**src/hdl/bkr_div.sv**
```systemverilog
module bkr_div (
  input  logic        clk,
  input  logic        rst,
  input  logic        start,
  input  logic [31:0] num,
  input  logic [31:0] den,
  output logic        done,
  output logic [31:0] quot
);

  logic        run;
  logic [4:0]  cnt;
  logic [31:0] rem;
  logic [31:0] dsr;
  logic [32:0] sh;
  logic        ge;

  // remainder stays below the divisor, so one spare bit covers the shift
  assign sh = {rem, 1'b0};
  assign ge = sh >= {1'b0, dsr};

  always_ff @(posedge clk) begin
    if (rst) begin
      run  <= 1'b0;
      done <= 1'b0;
      cnt  <= '0;
    end else begin
      done <= 1'b0;
      if (start) begin
        run  <= 1'b1;
        rem  <= num;
        dsr  <= den;
        quot <= '0;
        cnt  <= '0;
      end else if (run) begin
        rem  <= ge ? 32'(sh - {1'b0, dsr}) : sh[31:0];
        quot <= {quot[30:0], ge};
        cnt  <= cnt + 5'd1;
        if (cnt == 5'd30) begin
          run  <= 1'b0;
          done <= 1'b1;
        end
      end
    end
  end

endmodule

```
**config.mk**
```make
export PLATFORM = sky130hd
export DESIGN_NAME = bkr_div
export DESIGN_NICKNAME = d
export VERILOG_FILES = /design/src/hdl/bkr_div.sv
export SDC_FILE = /design/constraint.sdc
export NUM_CORES = 1
export LEC_CHECK = 0
export BUFFER_PORTS_ARGS = -buffer_cell sky130_fd_sc_hd__buf_2
export CORE_MARGIN = 1
export CORE_UTILIZATION = 40
export CTS_CLUSTER_DIAMETER = 40
export DETAILED_ROUTE_END_ITERATION = 10
export PLACE_DENSITY = 0.63
export SLEW_MARGIN = 0
export SYNTH_ARGS = -nofsm -noshare
export SYNTH_HDL_FRONTEND = slang
export SYNTH_SLANG_ARGS = --single-unit
```
**constraint.sdc**
```tcl
create_clock -name clk -period 5.8 [get_ports clk]
set_input_delay 1.16 -clock clk [delete_from_list [all_inputs] [get_ports clk]]
set_output_delay 1.16 -clock clk [all_outputs]
set_load 0.01 [all_outputs]
```
---- Word level (Yosys, flattened, before mapping) ----
Index checks and enable logic that the tools add are counted.
storage, ports and cells
  bits in registers ....................... 103
  input port bits ......................... 67
  output and inout port bits .............. 33
  logic and storage cells ................. 25
cells by class
  add/sub/neg operators ................... 2
  order comparisons ....................... 1
  equality and inequality tests ........... 1
  mux-type cells .......................... 8
  bitwise logic cells ..................... 2
  reduce and logical (&&, ||, !) cells .... 5
operators with widths
  kind                   count
  $mux W32               4
  $ge A33 B32 Y1         1
  $sub A32 B32 Y32       1
  $add A5 B1 Y5 const B  1
  $eq A5 B5 Y1 const B   1
  $mux W1                4
  $reduce_and A2 Y1      2
  $reduce_or A3 Y1       1
  $not A1 Y1             2
  $reduce_bool A2 Y1     1
  $reduce_or A2 Y1       1

---- Longest topological paths before layout ----
  word-level depth ........................ 4
  gate-level depth with buffers ........... 13
  depth with buffers taken out ............ 12

---- Worst setup path after synthesis ----
No wires, ideal clock.
  path type ............................... in2reg
  start point ............................. input port start
  end point ............................... register quot[0] (enable)
  setup time .............................. 0.486 ns
  data arrival time ....................... 4.384 ns
  required time ........................... 5.314 ns
  slack ................................... 0.930 ns
  cell stages on the path ................. 4
  buffers on the path ..................... 2
  path through ............................ clkbuf_1 clkbuf_1 nor2_1 nor2_1
between the ends
  word-level cells in the longest chain between the ends .. 2
ends and longest elaborated chain
  item                                 RTL line  text
  start, declared                      4         input logic start,
  $reduce_bool A2 Y1 (no source line)  n/a
  $reduce_and A2 Y1 (no source line)   n/a
  end signal, assigned                 37        quot <= {quot[30:0], ge};
  end, declared                        8         output logic [31:0] quot
Every way passes these cells.
A chain may end at the register's enable or synchronous reset.

---- Worst setup path after layout ----
  start point ............................. register rem[5]
  end point ............................... register rem[25], data pin
between the ends
  word-level cells in the longest chain between the ends .. 4
  elaborated cells between the ends (all ways) .. 5
  classes of those cells .................. 1 x add/sub; 1 x order compare; 3 x mux
ends and longest elaborated chain
  item                                                       RTL line  text
  start, declared                                            13        logic [31:0] rem;
  start signal, assigned                                     31        rem <= num;
  start signal, assigned                                     36        rem <= ge ? 32'(sh - {1'b0, dsr}) : sh[31:0];
  $sub A32 B32 Y32 / $ge A33 B32 Y1 (equally long branches)  36, 20
  $mux W32 *                                                 36
  $mux W32 *                                                 35        end else if (run) begin
  $mux W32 *                                                 29        if (start) begin
Every way passes the cells marked *; elsewhere a longest branch is shown, timed or not. The select of a mux whose other input is x is not followed.

==> impl_metrics.ini <==
[worst_setup_path]
cp_slowest_stage_delay_ps = 490
cp_common_cell = a211oi_2
cp-start-kind = flop
cp.depth = 11
path_delay_family = compound AO/OA/AOI/OAI gates
crit_path_max_fanout = 34
worstSetupEndpointType = flop
cp_data_arrival_time_ps = 3580
r2r_cells = 11
crit_chain = ha_1, a211o_1, a211oi_2, nor3_2, a2111oi_4, o21ai_2, a21oi_4, buf_4, nor2_1, a211oi_2, a21oi_1
worst-path-buf-inv = 1
critical_path_class = reg2reg
crit_slowest_cell = a21oi_4
required_ps = 5870

[power]
power.density_nw_per_um2 = 298
vdd_drop_max_uv = 153
swShare_pct = 30.1
p_sw_mw = 0.619
leakage_nw = 2.92
combinationalPowerShare_pct = 25.8
p_int_mw = 1.44
seqPwrFrac_pct = 44.3
p_clk_share_pct = 29.8

[cts]
cts.sink_count = 103
cts.reportedPaths.clkPinSlew_ps = 70
htreeDepth = 3
ctsHoldBuffers = 0
cts_resized = 0
numCtsBuffers = 9
post-cts-setup-buffers = 0
cts_buffer_depth = 2
clock_latency_ps = 360
cts-root-buf = clkbuf_16
cts_tree = built

[synth]
yosys_warnings = 0
syn_inst = 563
ys_seq_elements = 103
ys_types = 56
synth_async_sr_flop_share_pct = 0
synth_edf_count = 96
ys_top_cells_by_area = edfxtp_1 (48%), ha_1 (7.1%), nand2_1 (3.8%)
synth.most_common_cell = edfxtp_1
avgSynthCellArea_sq_um = 10.6
ys_seq_area_share_pct = 50.6
dominantRegCellSynth = edfxtp_1
synth_area_leader_cell = edfxtp_1
yosysTopAreaCellShare_pct = 48.2
yosys-top-cells-count = edfxtp_1 (96), nand2_1 (60), inv_1 (39), a21oi_1 (35), ha_1 (34)
syn_nets = 665
synth_area_sq_um = 5980

[timing]
relSlewSlack_pct = 40.3
whs_ps = 532
fin_crit_sh_pct = 60.5
hold_viol = 0
rsz0062_at_grt = false
final-max-slew-violation-count = 0
tightest_slew_ps = 894
min_period_ps = 3510
finalSetupViolations = 0
finClkSkew_ps = 8.94
setup-tns-final_ps = 0
clock.fmax_mhz = 285

[placed_design]
gp_congestion = 0.870
dp.final_hpwl_mm = 9.58
port_buffers = 99

[final_layout]
area_growth_pct = 15.5
drive_above_1_share_pct = 21.2
multi_input_area_sq_um = 2680
layout.nets = 752
antenna_cells = 0
num-fill-cells = 1355
seq_area_sq_um = 3020

[global_routing]
grt_pass1_vias = 4563
grt_usage_pct = 18.3
grt_first_pass_wirelength_mm = 22.7
grt-ovfl-total = 0
grt_antenna_before_repair = 0
grt_max_degree = 74

[floorplanning]
die_y_um = 124
core_sq_um = 14500
row_count = 44
initial_core_util_pct = 41.1
dieArea_sq_um = 15400
die_x_um = 124
ios = 100

[worst_hold_path]
hold_depth = 2
hold_class = reg2reg

[routing]
drc = 0
ant_nets = 0
detail_route.wirelength_mm = 13.5
drtIter0Drc = 284
vias = 4474
avgViaCountPerCell = 5.33
wl_per_cell_um = 16.1
drt_first_pass_iters = 5

[status]
outcome = finished, final reports clean

[run]
max_cap_violations = 0
kinds of logic (layout without fill, tap and decap cells):
family / after synthesis / in the layout / share of synthesized area, %
buffers and inverters: 67 / 159 / 4.83
multiplexers: 6 / 6 / 1.03
adder cells (fa/ha/maj): 35 / 35 / 7.45
XOR/XNOR: 33 / 33 / 4.83
flip-flops: 103 / 103 / 50.6
AO/OA/AOI/OAI: 137 / 137 / 16.1
AND/OR/NAND/NOR: 182 / 182 / 15.2
power by group through the flow:
stage          Sequential (mW)  Combinational, mW  Clock (mW)
6_report                 0.912              0.532       0.614
5_1_grt                  0.919              0.596       0.656
4_1_cts                  0.912              0.530       0.631
3_5_place_dp             0.928              0.527           0
3_3_place_gp             0.926              0.517           0
2_1_floorplan            0.929              0.404           0
worst register-to-register path: stages (launching register included):
cell,delay (ps)
edfxtp_1,390
ha_1,400
a211o_1,360
a211oi_2,220
nor3_2,110
a2111oi_4,330
o21ai_2,120
a21oi_4,490
buf_4,440
nor2_1,110
a211oi_2,190
a21oi_1,60
metrics by stage:
| step | utilization (%) | area [sq um] | setup WS (ps) | power, mW | cells |
|---|---|---|---|---|---|
| floorplan | - | 5980 | 930 | 1.33 | 563 |
| global placement | 45.5 | 6610 | 2340 | 1.44 | 823 |
| detailed placement | 45.5 | 6610 | 2280 | 1.45 | 823 |
| CTS | 47.5 | 6910 | 2250 | 2.07 | 839 |
| global route | 47.5 | 6910 | 2040 | 2.17 | 839 |
| finish | 47.5 | 6910 | 2290 | 2.06 | 839 |
final cells by class:
class	instances	share of cell area (%)
clock inverter	7	1.05
sequential	103	43.8
tap	184	3.33
inverter	39	2.12
timing repair buffer	104	7.72
clock buffer	9	3.26
multi-input combinational	393	38.8
worst paths after layout:
path          start       to  slack, ps
min          cnt[1]   cnt[1]        530
max          rem[5]  rem[25]       2290
min reg2reg  cnt[1]   cnt[1]        530
max reg2reg  rem[5]  rem[25]       2290
cells in the final DEF (no fill, tap or decap), types with 5 or more instances in the layout:
cell type	Yosys	routed
buf_4	1	5
xnor2_1	15	15
nor3_1	13	13
nor2_1	32	30
a21oi_1	35	35
buf_2	2	99
nand2_1	60	60
xor2_1	18	18
and3_1	10	10
nor2b_1	33	33
a21o_1	16	16
dfxtp_1	7	7
nand4_1	8	8
o21ai_1	7	7
a221o_1	7	7
a211oi_1	5	5
o21ai_0	19	19
clkbuf_16	0	9
nand3_1	11	11
edfxtp_1	96	96
mux2i_1	5	5
a31oi_1	15	15
ha_1	34	34
inv_1	39	39
state kept, by name, summed over array words and instances, names as in the netlist:
register and flops:
rem 32, cnt 5, run 1, quot 32
done 1, dsr 32
per-layer routing:
metal  vias up  share of wire [%]  global-route usage, %
met3        15                4.2                   3.31
met1      2136                 48                   24.9
li1       2213                  -                      -
met5         -                  0                      0
met4         0                1.5                   6.45
met2       110                 46                   29.3
Note: power is estimated with default switching activity, not from simulation.
