`config.mk`:
```
export PLATFORM = sky130hd
export DESIGN_NAME = bkr_cfg
export DESIGN_NICKNAME = d
export VERILOG_FILES = /design/src/hdl/bkr_pkg.sv /design/src/hdl/bkr_cfg.sv
export SDC_FILE = /design/constraint.sdc
export NUM_CORES = 1
export LEC_CHECK = 0
export BUFFER_PORTS_ARGS = -buffer_cell sky130_fd_sc_hd__buf_2
export CAP_MARGIN = 30
export CORE_ASPECT_RATIO = 0.9
export CORE_MARGIN = 5
export CORE_UTILIZATION = 37
export CTS_CLUSTER_DIAMETER = 200
export CTS_CLUSTER_SIZE = 40
export DETAILED_ROUTE_END_ITERATION = 10
export GPL_ROUTABILITY_DRIVEN = 0
export HOLD_SLACK_MARGIN = 0.03
export PLACE_DENSITY_LB_ADDON = 0.15
export SLEW_MARGIN = 20
export SYNTH_ARGS = -nofsm -noshare
export SYNTH_HDL_FRONTEND = slang
export SYNTH_SLANG_ARGS = --single-unit
```
`constraint.sdc`:
```
create_clock -name clk -period 1 [get_ports clk]
set_input_delay 0.05 -clock clk [delete_from_list [all_inputs] [get_ports clk]]
set_output_delay 0.05 -clock clk [all_outputs]
set_load 0.01 [all_outputs]
```
`src/hdl/bkr_pkg.sv`:
```
package bkr_pkg;

  localparam int CFG_AW = 4;

  localparam logic [2:0] KIND_LOAD_KNOT   = 3'd0;
  localparam logic [2:0] KIND_LOAD_POINT  = 3'd1;
  localparam logic [2:0] KIND_LOAD_INSERT = 3'd2;
  localparam logic [2:0] KIND_START       = 3'd3;
  localparam logic [2:0] KIND_READ_KNOT   = 3'd4;
  localparam logic [2:0] KIND_READ_POINT  = 3'd5;

  localparam logic [1:0] ST_OK         = 2'd0;
  localparam logic [1:0] ST_DECREASING = 2'd1;
  localparam logic [1:0] ST_RANGE      = 2'd2;

  localparam logic [1:0] REG_DEGREE     = 2'd0;
  localparam logic [1:0] REG_NUM_POINTS = 2'd1;
  localparam logic [1:0] REG_NUM_INSERT = 2'd2;

  localparam logic [2:0] DEGREE_RST     = 3'd3;
  localparam logic [6:0] NUM_POINTS_RST = 7'd4;
  localparam logic [4:0] NUM_INSERT_RST = 5'd2;

  localparam logic [31:0] Q_ONE = 32'h8000_0000;

  typedef logic signed [31:0] coord_t;

  typedef struct packed {
    logic [2:0]  kind;
    logic [6:0]  index;
    logic [31:0] knot_value;
    coord_t      coord_x;
    coord_t      coord_y;
    coord_t      coord_z;
  } cmd_t;

  typedef struct packed {
    logic [6:0]  out_index;
    logic [31:0] out_knot;
    coord_t      out_x;
    coord_t      out_y;
    coord_t      out_z;
    logic [1:0]  status;
  } res_t;

  typedef struct packed {
    coord_t x;
    coord_t y;
    coord_t z;
  } point_t;

  typedef struct packed {
    logic [2:0] degree;
    logic [6:0] num_points;
    logic [4:0] num_insert;
  } cfg_t;

endpackage

```
`src/hdl/bkr_cfg.sv`:
```
module bkr_cfg import bkr_pkg::*; (
  input  logic              clk,
  input  logic              rst,
  input  logic              psel,
  input  logic              penable,
  input  logic              pwrite,
  input  logic [CFG_AW-1:0] paddr,
  input  logic [31:0]       pwdata,
  output logic [31:0]       prdata,
  output logic              pready,
  output cfg_t              cfg
);

  logic [1:0] ra;

  assign ra     = paddr[CFG_AW-1:2];
  assign pready = 1'b1;

  always_ff @(posedge clk) begin
    if (rst) begin
      cfg <= '{degree: DEGREE_RST, num_points: NUM_POINTS_RST, num_insert: NUM_INSERT_RST};
    end else if (psel && penable && pwrite) begin
      unique case (ra)
        REG_DEGREE:     cfg.degree     <= pwdata[2:0];
        REG_NUM_POINTS: cfg.num_points <= pwdata[6:0];
        REG_NUM_INSERT: cfg.num_insert <= pwdata[4:0];
        default: ;
      endcase
    end
  end

  always_comb begin
    unique case (ra)
      REG_DEGREE:     prdata = 32'(cfg.degree);
      REG_NUM_POINTS: prdata = 32'(cfg.num_points);
      REG_NUM_INSERT: prdata = 32'(cfg.num_insert);
      default:        prdata = '0;
    endcase
  end

endmodule

```
After elaboration in Yosys (flattened, before gate mapping)
Cells that the tools add are included.
{"block": "classes", "add_sub_neg": 0, "multipliers": 0, "n_div": 0, "magnitude_cmp": 0, "n_eq_ne": 2, "shifts": 0, "n_mux": 1, "n_bitwise": 0, "n_reduce_logical": 6}
{"cell": "case mux 7 bit (3 select lines)", "count": 1}
{"cell": "AND reduction 2 bit", "count": 3}
{"cell": "== test 2 x 1 -> 1 bit, second input constant", "count": 1}
{"cell": "== test 2 bit, second input constant", "count": 1}
{"cell": "logical AND 1 bit", "count": 2}
{"cell": "zero test 2 bit", "count": 1}
{"block": "totals", "register_bits": 15, "latchBits": 0, "ramBits": 0, "rom_bits": 0, "input_bits": 41, "output_inout_bits": 48, "wordCells": 12, "mem_count": 0}

Logic depth before layout (Yosys ltp)
Gate-level depths: netlist of run 1.
{"block": "depth", "depth_word": 3, "ltp_mapped": 4, "mapped_depth_nobuf": 3}

Worst setup path before layout of run 1
No wires, ideal clock.
{"block": "synth_timing", "path_kind": "in2reg", "start": "input port paddr[2]", "end": "register cfg[10] (netlist name)", "setup_ns": 0.072, "arrival_time_ns": 0.786, "t_required_ns": 0.928, "setup_slack_ns": 0.143, "stages": 3, "path_buffers": 1, "cell_sequence": "buf_2 > nor3b_4 > mux2i_1"}
{"block": "synth_via", "elab_chain_cells": 2}
{"element": "start: declaration", "line": "bkr_cfg.sv:7", "rtl": "input logic [CFG_AW-1:0] paddr,"}
{"element": "== test 2 x 1 -> 1 bit", "line": "bkr_cfg.sv:23", "rtl": "unique case (ra)"}
{"element": "AND reduction 2 bit (no line)"}
{"element": "end signal: assignment", "line": "bkr_cfg.sv:21", "rtl": "cfg <= '{degree: DEGREE_RST, num_points: NUM_POINTS_RST, num_insert: NUM_INSERT_RST};"}
{"element": "end: declaration", "line": "bkr_cfg.sv:11", "rtl": "output cfg_t cfg"}
Every way passes these cells.
A chain may end at the register's enable or synchronous reset.

Final worst setup path of run 1
{"block": "layout_timing", "start": "register cfg[7] (netlist name)", "end": "output port prdata[2]"}
{"block": "layout_via", "elab_chain_cells": 1}
{"element": "case mux 7 bit (3 select lines)", "line": "bkr_cfg.sv:33", "rtl": "unique case (ra)"}
{"element": "end: declaration", "line": "bkr_cfg.sv:9", "rtl": "output logic [31:0] prdata,"}
Every way passes these cells.

==> impl_metrics.json, run 1 <==
{
  "drt_iter0_drc": 6,
  "layout_min_cycle_time_ns": 1.00,
  "hold_viol_final": 0,
  "cts_made_buffers": 3,
  "avgSynthCellArea_um2": 9.14,
  "fmax_mhz": 997,
  "r2r_start": "cfg[7]",
  "remaining_drc_errors": 0,
  "cts_root_buf": "clkbuf_4",
  "syn_to_final_growth_pct": 31.8,
  "placed_cells": 173,
  "io_buffers": 35,
  "postLayoutCoreUtil": 0.513,
  "syn_area_um2": 968,
  "ff2ff_setup_slack_ns": 0.26,
  "diodes": 0,
  "antenna_found_initial": 0,
  "wl_per_cell_um": 11.4,
  "top_regs": "cfg x15",
  "cp-startpoint": "cfg[7]",
  "yosysTopAreaCellShare": 0.310,
  "grt_pass1_vias": 801,
  "wirelength_mm": 2.16,
  "final_nets": 204,
  "vias": 802,
  "drv_cap": 0,
  "syn_inst": 106,
  "r2r-end": "cfg[7]",
  "path_max_fanout": 2,
  "drive_above_1_share": 0.420,
  "netlist_top_cells_count": "26 x buf_4, 18 x mux2i_1, 18 x nand2b_1",
  "synth-seq-cells": 15,
  "hold_path_class": "in -> reg",
  "grt_pass1_wl_mm": 3.46,
  "period_share": 1.00,
  "ant_nets": 0,
  "hpwl_mm": 1.66,
  "rsz0062_at_grt": "yes",
  "r2r_cells": 3,
  "stdcell_count": 190,
  "startpoint_type": "flop",
  "largest_register_ffs": 15,
  "rows": 17,
  "critPathCapture": "prdata[2]",
  "io_pins": 89,
  "synth_edf_count": 0,
  "yosys_warnings": 0,
  "viasPerCell": 4.22,
  "slew_violations": 0,
  "ys_seq_area_frac": 0.310,
  "endpoint_kind": "primary output",
  "synthFlopType": "dfxtp_1",
  "cts.path.max_buffers": 2,
  "crit_type": "reg -> out",
  "ys_types": 18,
  "synth_most_common_cell": "buf_4",
  "crit_required_ns": 0.95,
  "cts.sinks": 15,
  "status": "complete, but fails checks",
  "total_leakage_power_nw": 0.637,
  "fin_skew_ns": 0,
  "synth_top_area_cell": "dfxtp_1",
  "violations": "negative setup slack",
  "power.density_nw_per_um2": 932,
  "gr-usage-all-layers": 0.115,
  "setup_viol": 1,
  "cts_tree": "yes",
  "htree_num_levels": 1,
  "clock_latency_ns": 0.28,
  "grt_start_max_net_pins": 26,
  "overflow": 0,
  "start_util": 0.389,
  "clkSlewWorstSetupHoldPaths_ns": 0.09,
  "dr.pass1.iters": 2,
  "timing.final.ws_setup_ns": -0.00264,
  "critPathArrivalTime_ns": 0.95,
  "yosys-top-cells-area": "dfxtp_1 31%, buf_4 20%, mux2i_1 19%",
  "largest-register": "cfg",
  "die_area_um2": 3740,
  "core_area_um2": 2490,
  "die_h_um": 58.5,
  "async_flop_share": 0,
  "die-width_um": 63.9,
  "ir_worst_vdd_v": 0.000574
}
-- through the flow --
stage                     hold WS [ns]  cell area (um^2)  setup TNS (ns)  setup slack [ns]  total power [mW]
after floorplan                  0.205              1060               0             0.143             0.826
after CTS                       0.0305              1280         -0.0690           -0.0188              1.22
after global placement           0.318              1130               0            0.0310             0.831
final                           0.0403              1280        -0.00264          -0.00264              1.19
after global routing            0.0525              1280          -0.243           -0.0732              1.26
after detailed placement         0.323              1130               0            0.0253             0.832
-- worst max-delay path, cell delays in order (launching register included) --
cell and delay [ns]:
dfxtp_2 0.34, mux2i_1 0.14, o21ai_1 0.07, buf_2 0.13
-- power by group --
| group | internal, mW | switching, mW |
|---|---|---|
| clock network | 0.155 | 0.192 |
| logic | 0.102 | 0.132 |
| registers | 0.605 | 0.00468 |
-- worst min path at each step --
stage / startpoint / to / slack (ns) / depth (start not counted)
detailed placement: pwdata[6] / cfg[11] / 0.32 / 3
global placement: pwdata[6] / cfg[11] / 0.32 / 3
finish: pwdata[0] / cfg[12] / 0.04 / 3
floorplan: pwdata[5] / cfg[10] / 0.21 / 2
global route: pwdata[0] / cfg[12] / 0.05 / 3
CTS: pwdata[0] / cfg[12] / 0.03 / 3
-- layer usage --
layer,track usage,wire length [um]
met1,0.136,883
met2,0.195,1070
met3,0.0286,193
met4,0.0534,13
met5,0,0
-- cell type report --
cell class	count	area, um^2
clock buffer	4	26.3
sequential	15	312
timing repair buffer	57	353
fill	241	1210
tap	28	35.0
multi-input combinational	86	551
-- repair_timing --
action | 4_1_cts | 5_1_grt
gates cloned | 0 | 0
hold endpoints to repair | 5 | 0
gates resized for setup | 12 | 0
buffers inserted | 8 | 0
endpoints found under the setup margin | 5 | 5
pin swaps | 0 | 0
hold buffers | 5 | 0
-- cells by family after synthesis --
logic type | count (synthesis) | synth area share
AO/OA/AOI/OAI | 5 | 0.0336
buffers and inverters | 29 | 0.214
flip-flops | 15 | 0.310
multiplexers | 18 | 0.186
other | 2 | 0.00775
AND/OR/NAND/NOR | 37 | 0.248
-- layout by cell type (no fill, tap or decap), types with 2 or more instances in the layout --
cell           netlist  routed
and2_1               2       2
a22o_1               2       2
dfxtp_1             15       6
clkbuf_4             0       3
nor3b_4              2       2
o21ai_1              0       3
nand2_1              3       3
mux2i_1             18      18
dfxtp_2              0       9
dlygate4sd3_1        0       5
buf_2                1      35
nand2b_1            18      18
conb_1               2      26
nor2_1               7       7
buf_4               26      17
Note: power is estimated with default switching activity, not from simulation.
==> run 2: changes to the inputs <==
--- a/config.mk
+++ b/config.mk
@@ -5,7 +5,7 @@
 export SDC_FILE = /design/constraint.sdc
 export NUM_CORES = 1
 export LEC_CHECK = 0
-export BUFFER_PORTS_ARGS = -buffer_cell sky130_fd_sc_hd__buf_2
+export BUFFER_PORTS_ARGS = -buffer_cell sky130_fd_sc_hd__clkbuf_2
 export CAP_MARGIN = 30
 export CORE_ASPECT_RATIO = 0.9
 export CORE_MARGIN = 5
==> run 2 against run 1 <==
Critical path type unchanged. Sequential power about the same. Combinational power grew 2%. Clock power is 1% higher. Design area rose by 1.5%. Power grew 0.78%. First-iteration DRC count rose to 2.8 times the previous value. Fmax down 2.0%. Critical path depth unchanged. The flow still finishes with violations (negative setup slack). Wire length barely moved.
==> impl_metrics.json, run 2 (same netlist as run 1, synthesis figures left out) <==
{
  "whs_path_depth": 3,
  "largest_register_ffs": 15,
  "power.density_nw_per_um2": 926,
  "htree_num_levels": 1,
  "violations": "negative setup slack",
  "overflow": 0,
  "largest-register": "cfg",
  "drt_iter0_drc": 17,
  "p_int_mw": 0.865,
  "hpwl_mm": 1.72,
  "wirelength_mm": 2.16,
  "hold_path_class": "in -> reg",
  "postLayoutCoreUtil": 0.520,
  "rows": 17,
  "pwr-share-clk": 0.293,
  "status": "complete, but fails checks",
  "final_cell_mix": "32 x clkbuf_2, 26 x conb_1, 19 x buf_4",
  "core_area_um2": 2490,
  "remaining_drc_errors": 0,
  "p_comb_frac": 0.198,
  "dr.pass1.iters": 4,
  "holdCritStartpoint": "pwdata[2]",
  "clock_latency_ns": 0.28,
  "finalPower_mw": 1.20,
  "r2r_start": "cfg[13]",
  "total_leakage_power_nw": 0.642,
  "viasPerCell": 4.19,
  "critPathArrivalTime_ns": 0.97,
  "die_h_um": 58.5,
  "r2r-end": "cfg[13]",
  "gr-usage-all-layers": 0.117,
  "cts_tree": "yes",
  "critical-path-max-stage-delay_ns": 0.33,
  "diodes": 0,
  "setup_viol": 3,
  "ant_nets": 0,
  "cts_root_buf": "clkbuf_4",
  "endpoint_kind": "primary output",
  "crit_type": "reg -> out",
  "hold_end": "cfg[14]",
  "wl_per_cell_um": 11.3,
  "fmax_mhz": 977,
  "cts_made_buffers": 3,
  "antenna_found_initial": 0,
  "cts.path.max_buffers": 2,
  "crit_required_ns": 0.95,
  "slew_violations": 0,
  "layout_min_cycle_time_ns": 1.02,
  "die-width_um": 63.9,
  "hold_viol_final": 0,
  "period_share": 1.02,
  "timing.final.ws_setup_ns": -0.0231,
  "grt_pass1_vias": 779,
  "final_nets": 206,
  "drv_cap": 0,
  "layout_commonest_cell": "clkbuf_2",
  "vias": 804,
  "cts.sinks": 15,
  "syn_to_final_growth_pct": 33.7,
  "p_sw_mw": 0.334,
  "drive_above_1_share": 0.445,
  "die_area_um2": 3740,
  "ff2ff_setup_slack_ns": 0.26,
  "startpoint_type": "flop",
  "rsz0062_at_grt": "yes",
  "grt_start_max_net_pins": 26,
  "top_regs": "cfg x15",
  "r2r_cells": 3,
  "path_cells": "mux2i_1 > o21ai_1 > buf_2",
  "fin_skew_ns": 0,
  "ir_worst_vdd_v": 0.000808,
  "path_max_fanout": 2,
  "swShare": 0.279,
  "grt_pass1_wl_mm": 3.43,
  "io_buffers": 35,
  "slowest_stage": "dfxtp_2",
  "clkSlewWorstSetupHoldPaths_ns": 0.09,
  "start_util": 0.389,
  "io_pins": 89,
  "seqPwrFrac": 0.509
}
==> run 2: repair_timing <==
| item | 4_1_cts | 5_1_grt |
|---|---|---|
| hold buffers | 5 | 0 |
| gates resized for setup | 12 | 6 |
| hold endpoints to repair | 6 | 0 |
| pin swaps | 1 | 0 |
| buffers inserted | 9 | 0 |
| endpoints found under the setup margin | 5 | 7 |
==> run 2: worst max-delay path by stage <==
stage,from,to,cells past startpoint
3_3_place_gp,pwrite,cfg[8],5
5_1_grt,cfg[6],prdata[1],3
6_report,cfg[5],prdata[0],3
4_1_cts,cfg[5],prdata[0],3
3_5_place_dp,pwrite,cfg[11],5
2_1_floorplan,paddr[2],cfg[10],3
==> run 2: metrics by stage <==
stage | hold WS [ns] | TNS (ns) | instance area, um^2 | setup WS (ns) | std cells
floorplan | 0.205 | 0 | 1060 | 0.143 | 130
global placement | 0.302 | 0 | 1140 | 0.0283 | 174
detailed placement | 0.305 | -0.00458 | 1140 | -0.00314 | 174
CTS | 0.0343 | -0.103 | 1290 | -0.0414 | 192
global route | 0.0610 | -0.325 | 1290 | -0.0996 | 192
finish | 0.0368 | -0.0535 | 1290 | -0.0231 | 192
==> run 2: layer usage <==
metal / routed length, um / track usage / up-vias
li1: - / - / 410
met1: 855 / 0.131 / 355
met2: 1050 / 0.195 / 37
met3: 237 / 0.0515 / 2
met4: 17 / 0.0445 / 0
met5: 0 / 0 / -
==> run 2: final cells by class <==
class | count | area, um^2
Multi-Input combinational cell | 86 | 551
Timing Repair Buffer | 59 | 368
Fill cell | 247 | 1190
Clock buffer | 4 | 26.3
Tap cell | 28 | 35.0
Sequential cell | 15 | 315
==> run 2: power by group through the flow <==
stage               sequential (mW)  combinational (mW)  clock, mW
finish                        0.610               0.238      0.351
global route                  0.611               0.263      0.397
CTS                           0.610               0.237      0.371
detailed placement            0.624               0.212          0
global placement              0.624               0.210          0
floorplan                     0.627               0.198          0
==> run 2: worst max-delay path: cells and delay by family, from the launching register on <==
kind	cells	cell delay, ns
flops	1	0.33
mux	1	0.14
buf+inv	1	0.14
compound gates	1	0.08
