===== config.mk =====
export PLATFORM = sky130hd
export DESIGN_NAME = bkr_ram
export DESIGN_NICKNAME = d
export VERILOG_FILES = /design/src/hdl/bkr_ram.sv
export SDC_FILE = /design/constraint.sdc
export NUM_CORES = 1
export LEC_CHECK = 0
export CAP_MARGIN = 20
export CORE_ASPECT_RATIO = 0.9
export CORE_MARGIN = 2
export CORE_UTILIZATION = 35
export CTS_CLUSTER_DIAMETER = 60
export DETAILED_ROUTE_END_ITERATION = 6
export DONT_BUFFER_PORTS = 1
export GPL_TIMING_DRIVEN = 0
export PLACE_DENSITY = 0.61
export SLEW_MARGIN = 25
export SYNTH_ARGS = -nofsm -noshare
export SYNTH_HDL_FRONTEND = slang
export SYNTH_SLANG_ARGS = --single-unit

===== constraint.sdc =====
create_clock -name clk -period 6.8 [get_ports clk]
set_clock_uncertainty 0.05 [all_clocks]
set_input_delay 1.36 -clock clk [delete_from_list [all_inputs] [get_ports clk]]
set_output_delay 1.36 -clock clk [all_outputs]
set_load 0.005 [all_outputs]

===== src/hdl/bkr_ram.sv =====
module bkr_ram #(
  parameter int WIDTH = 32,
  parameter int DEPTH = 16,
  localparam int AW = (DEPTH > 1) ? $clog2(DEPTH) : 1
) (
  input  logic             clk,
  input  logic             we,
  input  logic [AW-1:0]    waddr,
  input  logic [WIDTH-1:0] wdata,
  input  logic [AW-1:0]    raddr,
  output logic [WIDTH-1:0] rdata
);

  logic [WIDTH-1:0] mem [DEPTH];

  always_ff @(posedge clk) begin
    if (we) begin
      mem[waddr] <= wdata;
    end
    rdata <= mem[raddr];
  end

endmodule


Yosys cells after proc, flatten, opt, wreduce, memory -nomap -nowiden
Memory sizes are Yosys's and may differ from the RTL's. A register that Yosys moved wholly into a read port is not among the register bits.
Cells that the tools add are included.
- bits in writable memories: 512
- output and inout bits: 32
- ROM bits: 0
- register bits after elaboration: 0
- latch bits: 0
- input port bits: 42
- logic and storage cells: 3
- memories: 1
- multipliers: 0
- bitwise gates (word level): 0
- add/subtract/negate cells: 0
- $lt $le $gt $ge: 0
- divide/modulo/power cells: 0
- shifts and indexed selects: 0
- reduce and logical (&&, ||, !) cells: 0
- muxes and demuxes: 2
- equal/unequal tests: 0
- memory list (name ; depth ; bits a word ; rd ports ; clocked after memory_dff ; write ports ; RTL line ; text):
    mem ; 16 ; 32 ; 1 ; 1 ; 1 ; 14 ; logic [WIDTH-1:0] mem [DEPTH];
- operators with widths (operator ; count):
    2-to-1 mux 1 bit ; 2

Depth between registers and ports, before layout
Gate-level depths: netlist of the first run.
- depth after elaboration: 2
- mapped depth: 5
- mapped depth without buffers: 3

Least setup slack after synthesis of the first run
OpenSTA, ideal clock, no wires.
- kind: input port to flip-flop
- start: in waddr[2]
- end: mem mem[0][0] (enable)
- setup time: 461 ps
- arrival time: 4078 ps
- setup slack: 2210 ps
- stages on the path: 2
- buffers on the path: 0
- data required time: 6289 ps
- cell sequence: or3b_2 -> nor3_1
- RTL lines (element ; RTL line ; text):
    from (decl) ; 8 ; input logic [AW-1:0] waddr,
    to (decl) ; 14 ;
No word-level cell before the write port.

Worst setup path in the final report of the first run
- start: in waddr[2]
- end: mem mem[8][4] (enable)
No word-level cell before the write port.

==> results of run 1 <==
## state kept, by name (all words and copies together), names as in the netlist
name and count:
rdata 32, mem 512
## power by group
| group | switching, W | internal, W |
|---|---|---|
| registers | 0.0000259 | 0.00375 |
| clock network | 0.00118 | 0.00168 |
| logic | 0.000150 | 0.000124 |
| total | 0.00136 | 0.00556 |
## layer usage
| metal | up-vias | wire (µm) |
|---|---|---|
| met5 | - | 0 |
| li1 | 3770 | - |
| met4 | 0 | 781 |
| met2 | 343 | 20000 |
| met3 | 72 | 3370 |
| met1 | 4777 | 19400 |
## final cells by class
class	count	area (µm²)	share of cell area [%]
Multi-Input combinational cell	251	3730	16.0
Timing Repair Buffer	40	686	2.94
Clock inverter	20	221	0.951
Tap cell	756	946	4.06
Clock buffer	75	1470	6.31
Buffer	43	223	0.956
Sequential cell	544	16000	68.8
## kinds of logic after synthesis
family	share of synthesized area, %
AO/OA/AOI/OAI	2.42
AND/OR/NAND/NOR	1.27
multiplexers	14.5
buffers and inverters	1.12
flip-flops	80.7
## per-stage QoR
step,instances,setup TNS (ns),hold WS (ns)
2_1_floorplan,838,0,0.585
3_3_place_gp,1594,-17.21,0.611
3_5_place_dp,1634,0,0.608
4_1_cts,1729,0,0.621
5_1_grt,1729,0,0.632
6_report,1729,0,0.614
## path summary, 6_finish.rpt
kind                          from                   to  slack (ns)  cells after the start
max                       waddr[2]  mem[8][4]$_DFFE_PP_        3.81                      6
min           mem[14][4]$_DFFE_PP_     rdata[4]$_DFF_P_        0.61                      3
max reg2reg  mem[14][18]$_DFFE_PP_    rdata[18]$_DFF_P_        5.27                      3
min reg2reg   mem[14][4]$_DFFE_PP_     rdata[4]$_DFF_P_        0.61                      3
## critical path, delay by kind of cell
| family | cells | cell delay [ns] |
|---|---|---|
| simple gates | 2 | 0.94 |
| buf+inv | 4 | 0.90 |
## layout by cell type (no fill, tap or decap), drive strengths merged
cell type,n
or3b,1
and2,1
nand3b,2
nor2,13
a22oi,64
dfxtp,32
edfxtp,512
bufinv,5
buf,66
nand2,33
clkinvlp,1
nor3,4
clkbuf,92
nand3,1
nand2b,2
nor2b,2
clkinv,14
mux4,128
==> summary.md, run 1 <==
| Metric | Value |
|---|---|
| Outcome | finished, final reports clean |
| GR Layer Usage met3 | 3.20% |
| Aggregate global-route resource usage | 15.2% |
| Max_slew headroom | 38.0% |
| Layout area overhead | 17.3% |
| IR drop worst, VDD | 204 µV |
| Crit path DAT | 3.22 ns |
| PD cells | 297 nW/µm² |
| Placed Area | 21,600 µm² |
| Required time worst endpoint | 7.03 ns |
| RSZ-0062 raised after global routing | no |
| Hold Buf Count CTS | 0 |
| # setup viols final | 0 |
| Largest fanout on the critical path | 7 |
| Synth area leader | edfxtp_1 |
| Seq/Total Area, Yosys | 80.7% |
| # clock sinks | 544 |
| CTS tree | built |
| PnR Total Power | 0.00691 W |
| Final min period | 2.99 ns |
| Most common cell on crit path | buf_4 |
| Post_cts resized | 0 |
| Post-synth EDFFs | 512 |
| Vias in the first global route | 9,545 |
| Period Utilization, post-route | 44.0% |
| Crit path kind | in -> reg |
| First-pass GRT wire length | 64,100 µm |
| Share of layout cells above drive strength 1 | 28.4% |
| Ant diodes | 0 |
| Fillers | 4,799 |
| Post-Layout Inst Area | 23,300 µm² |
| Die H | 230 µm |
| Layout Utilization | 41.6% |
| Die W | 255 µm |
| Post-synth ARST share | 0% |
| Crit-path slowest cell | nor3_2 |
| Clock Latency Late Sink | 0.58 ns |
| Routability cong. | 0.689 |
| I/O Buffers | 0 |
| Synth Cell Area | 19,900 µm² |
| Grt total ovfl | 0 |
| CTS H-Tree Depth | 2 |
| Fin. max-slew vios | 0 |
| Met2 usage | 22.9% |
| Total of warnings raised by yosys | 0 |
| Antenna-violating nets left | 0 |
| CP peak stage delay | 0.59 ns |
| Via count | 8,962 |
| TritonCTS buffer count | 51 |
| Std-Cell Core Area | 55,900 µm² |
| Largest net degree at the start of global routing | 19 |
| Synth top area share | 77.4% |
| Synth top cells by count | edfxtp_1, mux4_2, a22oi_1 |
| Detail Placement HPWL | 28,100 µm |
| Starting density of the core | 35.5% |
| Worst Slack Setup Final | 3.81 ns |
| Worst Hold Class | reg -> reg |
| Wire per inst | 25.1 µm |
| Critical path, cell by cell | nand3b_1 > nor3_2 > buf_4 > buf_4 > buf_4 > buf_4 |
| Root buf cell | clkbuf_16 |
| Post-route DRC | 0 |
| Placement Rows | 82 |
| DR iter-0 viols | 1,059 |
| Ys flop type | edfxtp_1 |
| Initial antenna violation count | 1 |
| Met1 GRT Util | 22.5% |
| Cells after synthesis | 838 |
| Grt peak-use layer | met2 |
| Post-CTS setup buffers | 0 |
| Setup crit end kind | flip-flop |
| Post-Syn Nets | 880 |
| Avg Inst Size Synth | 23.7 µm² |
| Vias/cell | 5.18 |
| Synth top area cells | edfxtp_1, mux4_2, dfxtp_1, a22oi_1, nand2_1 |
| Top-Level Pins | 74 |
| Initial DRT Pass Iterations | 5 |
| Synth cell types | 18 |
| Dpl ws | 3.20 ns |
| Leakage | 7.28 nW |
| CTS clk-pin slew, worst paths | 0.06 ns |
| Max Root-Sink Buffers | 3 |
| Count leader, synth | edfxtp_1 |
| Die ar. | 58,600 µm² |
| Least-Margin Pin Slew | 0.930 ns |
| Maxcap violations | 0 |
| CP Launch Type | input pin |
| Fmax | 335 MHz |
| #FFs+latches synth | 544 |
| Drt total wl | 43,500 µm |
| Nets@finish | 973 |
| Fin. Hold Viols | 0 |
No activity file was read; power rests on OpenSTA's default activity.
==> run 2, diff against run 1 <==
- clock period: 6.8 -> 3.1 ns (I/O delays scaled with it)
==> run 2 against run 1 <==
Non-clock buffer count shrank 7. Die area is the same. Worst hold slack lost 0.55 ns. Worst setup slack lost 2.8 ns. Clock power grew 110%. Power grew 120%. Via count shrank 0.31%. Utilization shrank 0.054 points.
==> summary.md, run 2 (synthesis gave the netlist of run 1 again) <==
| Metric | Value |
|---|---|
| Outcome | finished, final reports clean (unchanged) |
| RSZ-0062 raised after global routing | no (unchanged) |
| CTS H-Tree Depth | 2 (unchanged) |
| Std-Cell Core Area | 55,900 µm² (unchanged) |
| Required time worst endpoint | 3.51 ns (was 7.03 ns) |
| Fin. max-slew vios | 0 (unchanged) |
| Detail Placement HPWL | 27,600 µm (was 28,100 µm) |
| Placement Rows | 82 (unchanged) |
| Maxcap violations | 0 (unchanged) |
| Critical path, cell by cell | clkbuf_1 > buf_2 > mux4_2 > a22oi_1 > nand2_1 (was nand3b_1 > nor3_2 > buf_4 > buf_4 > buf_4 > buf_4) |
| Post-route DRC | 0 (unchanged) |
| Post-CTS setup buffers | 0 (unchanged) |
| IR drop worst, VDD | 386 µV (was 204 µV) |
| Grt total ovfl | 0 (unchanged) |
| PnR Total Power | 0.0150 W (was 0.00691 W) |
| PD cells | 645 nW/µm² (was 297 nW/µm²) |
| CP peak stage delay | 0.58 ns (was 0.59 ns) |
| Max_slew headroom | 36.6% (was 38.0%) |
| Most frequent cells in the layout | edfxtp_1, mux4_2, a22oi_1 (unchanged) |
| Leakage | 7.22 nW (was 7.28 nW) |
| # clock sinks | 544 (unchanged) |
| Ant diodes | 0 (unchanged) |
| Die ar. | 58,600 µm² (unchanged) |
| Reg area | 16,000 µm² (unchanged) |
| Routability cong. | 0.699 (was 0.689) |
| Placed Cells | 1,627 (was 1,634) |
| Placed Area | 21,600 µm² (about the same) |
| Flop2flop setup slack | 1.55 ns (was 5.27 ns) |
| Share of layout cells above drive strength 1 | 27.2% (was 28.4%) |
| Nets@finish | 968 (was 973) |
| Vias/cell | 5.18 (about the same) |
| # setup viols final | 0 (unchanged) |
| Wire per inst | 25.1 µm (about the same) |
| Largest net degree at the start of global routing | 19 (unchanged) |
| CTS clk-pin slew, worst paths | 0.06 ns (about the same) |
| Worst Hold Class | in -> reg (was reg -> reg) |
| Antenna-violating nets left | 0 (unchanged) |
| DR iter-0 viols | 897 (was 1,059) |
| Fmax | 480 MHz |
| Via count | 8,934 (was 8,962) |
| Crit path kind | in -> reg (unchanged) |
| Max reg flops | 512 (unchanged) |
| Least-Margin Pin Slew | 0.951 ns (was 0.930 ns) |
| Worst Path Buf+Inv | 2 (was 4) |
| Biggest register | mem (unchanged) |
| Layout area overhead | 17.1% (was 17.3%) |
| Vias in the first global route | 9,413 (was 9,545) |
| Post-Layout Inst Area | 23,300 µm² (about the same) |
| Multi-input gate area | 3750 µm² (was 3730 µm²) |
| Max Root-Sink Buffers | 3 (unchanged) |
| Final min period | 2.08 ns |
| Crit-path slowest cell | clkbuf_1 (was nor3_2) |
| Fillers | 4,800 (was 4,799) |
| Biggest regs | mem x512, rdata x32 (unchanged) |
| Fin. Hold Viols | 0 (unchanged) |
| Layout Cells excl Fill | 1,724 (was 1,729) |
| Die W | 255 µm (unchanged) |
| Starting density of the core | 35.5% (unchanged) |
| Post_cts resized | 0 (unchanged) |
| CTS tree | built (unchanged) |
| Commonest non-fill, non-tap cell in the layout | edfxtp_1 (unchanged) |
| First-pass GRT wire length | 63,700 µm (was 64,100 µm) |
| Largest fanout on the critical path | 10 (was 7) |
| Top-Level Pins | 74 (unchanged) |
| Initial antenna violation count | 0 (was 1) |
| CP Launch Type | input pin (unchanged) |
| I/O Buffers | 0 (unchanged) |
| Drt total wl | 43,200 µm (was 43,500 µm) |
| TritonCTS buffer count | 53 (was 51) |
| Setup crit end kind | flip-flop (unchanged) |
| Root buf cell | clkbuf_16 (unchanged) |
| Hold Buf Count CTS | 0 (unchanged) |
| Clock Latency Late Sink | 0.60 ns (was 0.58 ns) |
| Crit-path leading delay family | buffers and inverters (was simple AND/OR/NAND/NOR gates) |
| Crit path DAT | 2.49 ns (was 3.22 ns) |
| Period Utilization, post-route | 67.2% |
| Die H | 230 µm (unchanged) |
| Aggregate global-route resource usage | 15.1% (was 15.2%) |
| Initial DRT Pass Iterations | 6 (was 5) |
==> run 2: layer usage <==
layer	GRT usage, %	vias to the layer above	share of wire (%)
li1	-	3754	-
met3	3.60	52	7.7
met4	4.00	0	1.8
met2	22.9	315	46
met1	21.7	4813	44
met5	0	-	0
==> run 2: power by group <==
part | internal, W | switching [W]
Combinational | 0.000272 | 0.000329
Sequential | 0.00822 | 0.0000561
Clock | 0.00344 | 0.00268
Total | 0.0119 | 0.00307
==> run 2: path summary, 6_finish.rpt <==
check	to	depth (start not counted)	start
hold reg to reg	rdata[10]$_DFF_P_	3	mem[7][10]$_DFFE_PP_
setup / recovery	rdata[19]$_DFF_P_	5	raddr[1]
setup reg to reg	rdata[19]$_DFF_P_	3	mem[8][19]$_DFFE_PP_
hold / removal	mem[2][19]$_DFFE_PP_	0	wdata[19]
==> run 2: layout make-up <==
type	count	share of cell area, %
well taps	756	4.07
plain buffers	43	0.958
multi-input cells	251	16.1
clock buffers	74	6.26
clock inverters	23	0.780
repair buffers	33	2.94
flip-flops and latches	544	68.9
==> run 2: worst reg2reg max path: stages (launching register included) <==
cell and delay [ns]:
edfxtp_1 0.38, mux4_2 0.46, a22oi_1 0.37, nand2_1 0.16
==> run 2: metrics by stage <==
step | TNS [ns] | hold slack [ns] | util (%) | setup slack (ns)
floorplan | 0 | 0.585 | - | 0.122
finish | 0 | 0.0627 | 41.6 | 1.02
global placement | -588.47 | 0.617 | 37.2 | -1.46
CTS | 0 | 0.0279 | 41.6 | 1.05
detailed placement | 0 | 0.617 | 38.7 | 0.424
global route | 0 | 0.0381 | 41.6 | 1.01
==> run 3, diff against run 2 <==
- PLACE_DENSITY: 0.61 -> 0.63
- clock period: 3.1 -> 1.68 ns (I/O delays scaled with it)
==> run 3 against run 2 <==
The run now ends with hold timing left. Highest routed layer unchanged. Flip-flop and latch count is the same. Largest cell class unchanged. Global-route usage grew 0.15 points. Critical endpoint is now rdata[16]$_DFF_P_. Register-to-register slack lost 1.4 ns. Critical path type unchanged.
==> summary.md, run 3 (synthesis gave the netlist of run 1 again) <==
| Metric | Value |
|---|---|
| Antenna-violating nets left | 0 (unchanged) |
| Required time worst endpoint | 2.05 ns (was 3.51 ns) |
| TritonCTS buffer count | 50 (was 53) |
| Aggregate global-route resource usage | 15.2% (was 15.1%) |
| Maxcap violations | 0 (unchanged) |
| CTS H-Tree Depth | 2 (unchanged) |
| Die H | 230 µm (unchanged) |
| IR drop worst, VDD | 787 µV (was 386 µV) |
| Vias in the first global route | 9,618 (was 9,413) |
| Max reg flops | 512 (unchanged) |
| CP peak stage delay | 0.55 ns (was 0.58 ns) |
| Top-Level Pins | 74 (unchanged) |
| Initial DRT Pass Iterations | 5 (was 6) |
| # clock sinks | 544 (unchanged) |
| Crit-path slowest cell | clkdlybuf4s15_2 (was clkbuf_1) |
| Via count | 9,105 (was 8,934) |
| Nets@finish | 993 (was 968) |
| Setup crit end kind | flip-flop (unchanged) |
| DR iter-0 viols | 915 (was 897) |
| Wire per inst | 25.0 µm (was 25.1 µm) |
| Max Root-Sink Buffers | 3 (unchanged) |
| CTS clk-pin slew, worst paths | 0.07 ns (was 0.06 ns) |
| Failing checks | hold timing |
| Max_slew headroom | 37.4% (was 36.6%) |
| I/O Buffers | 0 (unchanged) |
| Largest net degree at the start of global routing | 20 (was 19) |
| Layout area overhead | 18.2% (was 17.1%) |
| Std-Cell Core Area | 55,900 µm² (unchanged) |
| Commonest non-fill, non-tap cell in the layout | edfxtp_1 (unchanged) |
| RSZ-0062 raised after global routing | no (unchanged) |
| Vias/cell | 5.21 (was 5.18) |
| Fin. max-slew vios | 0 (unchanged) |
| Worst Hold Class | in -> reg (unchanged) |
| Routability cong. | 0.694 (was 0.699) |
| Fillers | 4,804 (was 4,800) |
| Reg power frac | 55.3% (was 55.2%) |
| PD cells | 1180 nW/µm² (was 645 nW/µm²) |
| Pint | 0.0220 W (was 0.0119 W) |
| Switching power | 0.00566 W (was 0.00307 W) |
| Least-Margin Pin Slew | 0.939 ns (was 0.951 ns) |
| Crit path kind | in -> reg (unchanged) |
| CTS tree | built (unchanged) |
| Die ar. | 58,600 µm² (unchanged) |
| Post-route DRC | 0 (unchanged) |
| Gate power share | 4.8% (was 4.0%) |
| Share of layout cells above drive strength 1 | 27.3% (was 27.2%) |
| CP Launch Type | input pin (unchanged) |
| Leakage | 7.34 nW (was 7.22 nW) |
| Worst Hold Slack | -0.0607 ns (was 0.0627 ns) |
| Starting density of the core | 35.5% (unchanged) |
| Fmax | 638 MHz |
| Fin. Hold Viols | 16 (was 0) |
| Initial antenna violation count | 1 (was 0) |
| # setup viols final | 0 (unchanged) |
| Clock Latency Late Sink | 0.57 ns (was 0.60 ns) |
| First-pass GRT wire length | 64,700 µm (was 63,700 µm) |
| Period Utilization, post-route | 93.3% |
| Critical path, cell by cell | buf_2 > clkdlybuf4s15_2 > mux4_2 > a22oi_1 > nand2_1 (was clkbuf_1 > buf_2 > mux4_2 > a22oi_1 > nand2_1) |
| Most frequent cells in the layout | edfxtp_1, mux4_2, a22oi_1 (unchanged) |
| Detail Placement HPWL | 28,200 µm (was 27,600 µm) |
| Grt total ovfl | 0 (unchanged) |
| Drt total wl | 43,600 µm (was 43,200 µm) |
| Final min period | 1.57 ns |
| Post-CTS setup buffers | 0 (unchanged) |
| Dpl ws | -0.738 ns (was 0.424 ns) |
| Biggest register | mem (unchanged) |
| Clk pwr share | 39.9% (was 40.8%) |
| Largest fanout on the critical path | 10 (unchanged) |
| Placement Rows | 82 (unchanged) |
| Sw Share | 20.5% (was 20.4%) |
| Biggest regs | mem x512, rdata x32 (unchanged) |
| Total negative setup slack | 0 ns (unchanged) |
| Hold Buf Count CTS | 32 (was 0) |
| Outcome | finished, violations left (was finished, final reports clean) |
| Crit path DAT | 1.94 ns (was 2.49 ns) |
| Worst Slack Setup Final | 0.113 ns (was 1.02 ns) |
| Root buf cell | clkbuf_16 (unchanged) |
| Die W | 255 µm (unchanged) |
[run 3: stage by stage]
stage                     hold WS [ns]  instance area (µm²)  utilization [%]  std cells  power [W]
after global placement           0.386                21000             37.5       1594     0.0166
after floorplan                  0.385                20000                -        838     0.0163
after global routing           -0.0739                23500             42.0       1749     0.0285
after detailed placement         0.386                21500             38.5       1623     0.0167
final                          -0.0607                23500             42.0       1749     0.0276
after CTS                      -0.0791                23500             41.9       1748     0.0279
[run 3: area by class of cell]
type                    instances  area [µm²]  share of cell area (%)
clock inverters                20         176                   0.752
multi-input cells             251        3770                    16.1
well taps                     756         946                    4.03
clock buffers                  73        1400                    5.96
repair buffers                 61         901                    3.84
diodes                          1        2.50                  0.0107
flip-flops and latches        544       16000                    68.3
plain buffers                  43         255                    1.09
[run 3: worst max-delay path, delay by kind of cell]
| kind | cells | cell delay, ns |
|---|---|---|
| simple gates | 1 | 0.15 |
| compound gates | 1 | 0.20 |
| buf+inv | 2 | 0.84 |
| mux | 1 | 0.39 |
[run 3: layer usage]
layer  wire (µm)  up-vias  GRT usage, %  part of all wire, %
li1            -     3808             -                    -
met1       19500     4909          22.5                   45
met2       20300      333          23.6                   47
met3        3150       55          3.01                  7.2
met4         636        0          2.98                  1.5
met5           0        -             0                    0
[run 3: path summary, 6_finish.rpt]
kind	startpoint	endpoint	slack (ns)	cells after the start
hold / removal	waddr[0]	mem[0][19]$_DFFE_PP_	-0.06	1
hold reg to reg	mem[6][12]$_DFFE_PP_	rdata[12]$_DFF_P_	0.63	3
setup / recovery	raddr[1]	rdata[16]$_DFF_P_	0.11	5
setup reg to reg	mem[11][19]$_DFFE_PP_	rdata[19]$_DFF_P_	0.18	3
[run 3: what timing repair did]
item | CTS | global route
resized for setup | 11 | 4
endpoints found under the hold margin | 528 | 16
endpoints found under the setup margin | 16 | 6
[run 3: power by group through the flow]
stage / clock network (W) / registers, W / logic [W]
finish: 0.0110 / 0.0153 / 0.00132
global route: 0.0118 / 0.0153 / 0.00143
CTS: 0.0112 / 0.0153 / 0.00135
detailed placement: 0 / 0.0156 / 0.00112
global placement: 0 / 0.0156 / 0.00106
floorplan: 0 / 0.0155 / 0.000750
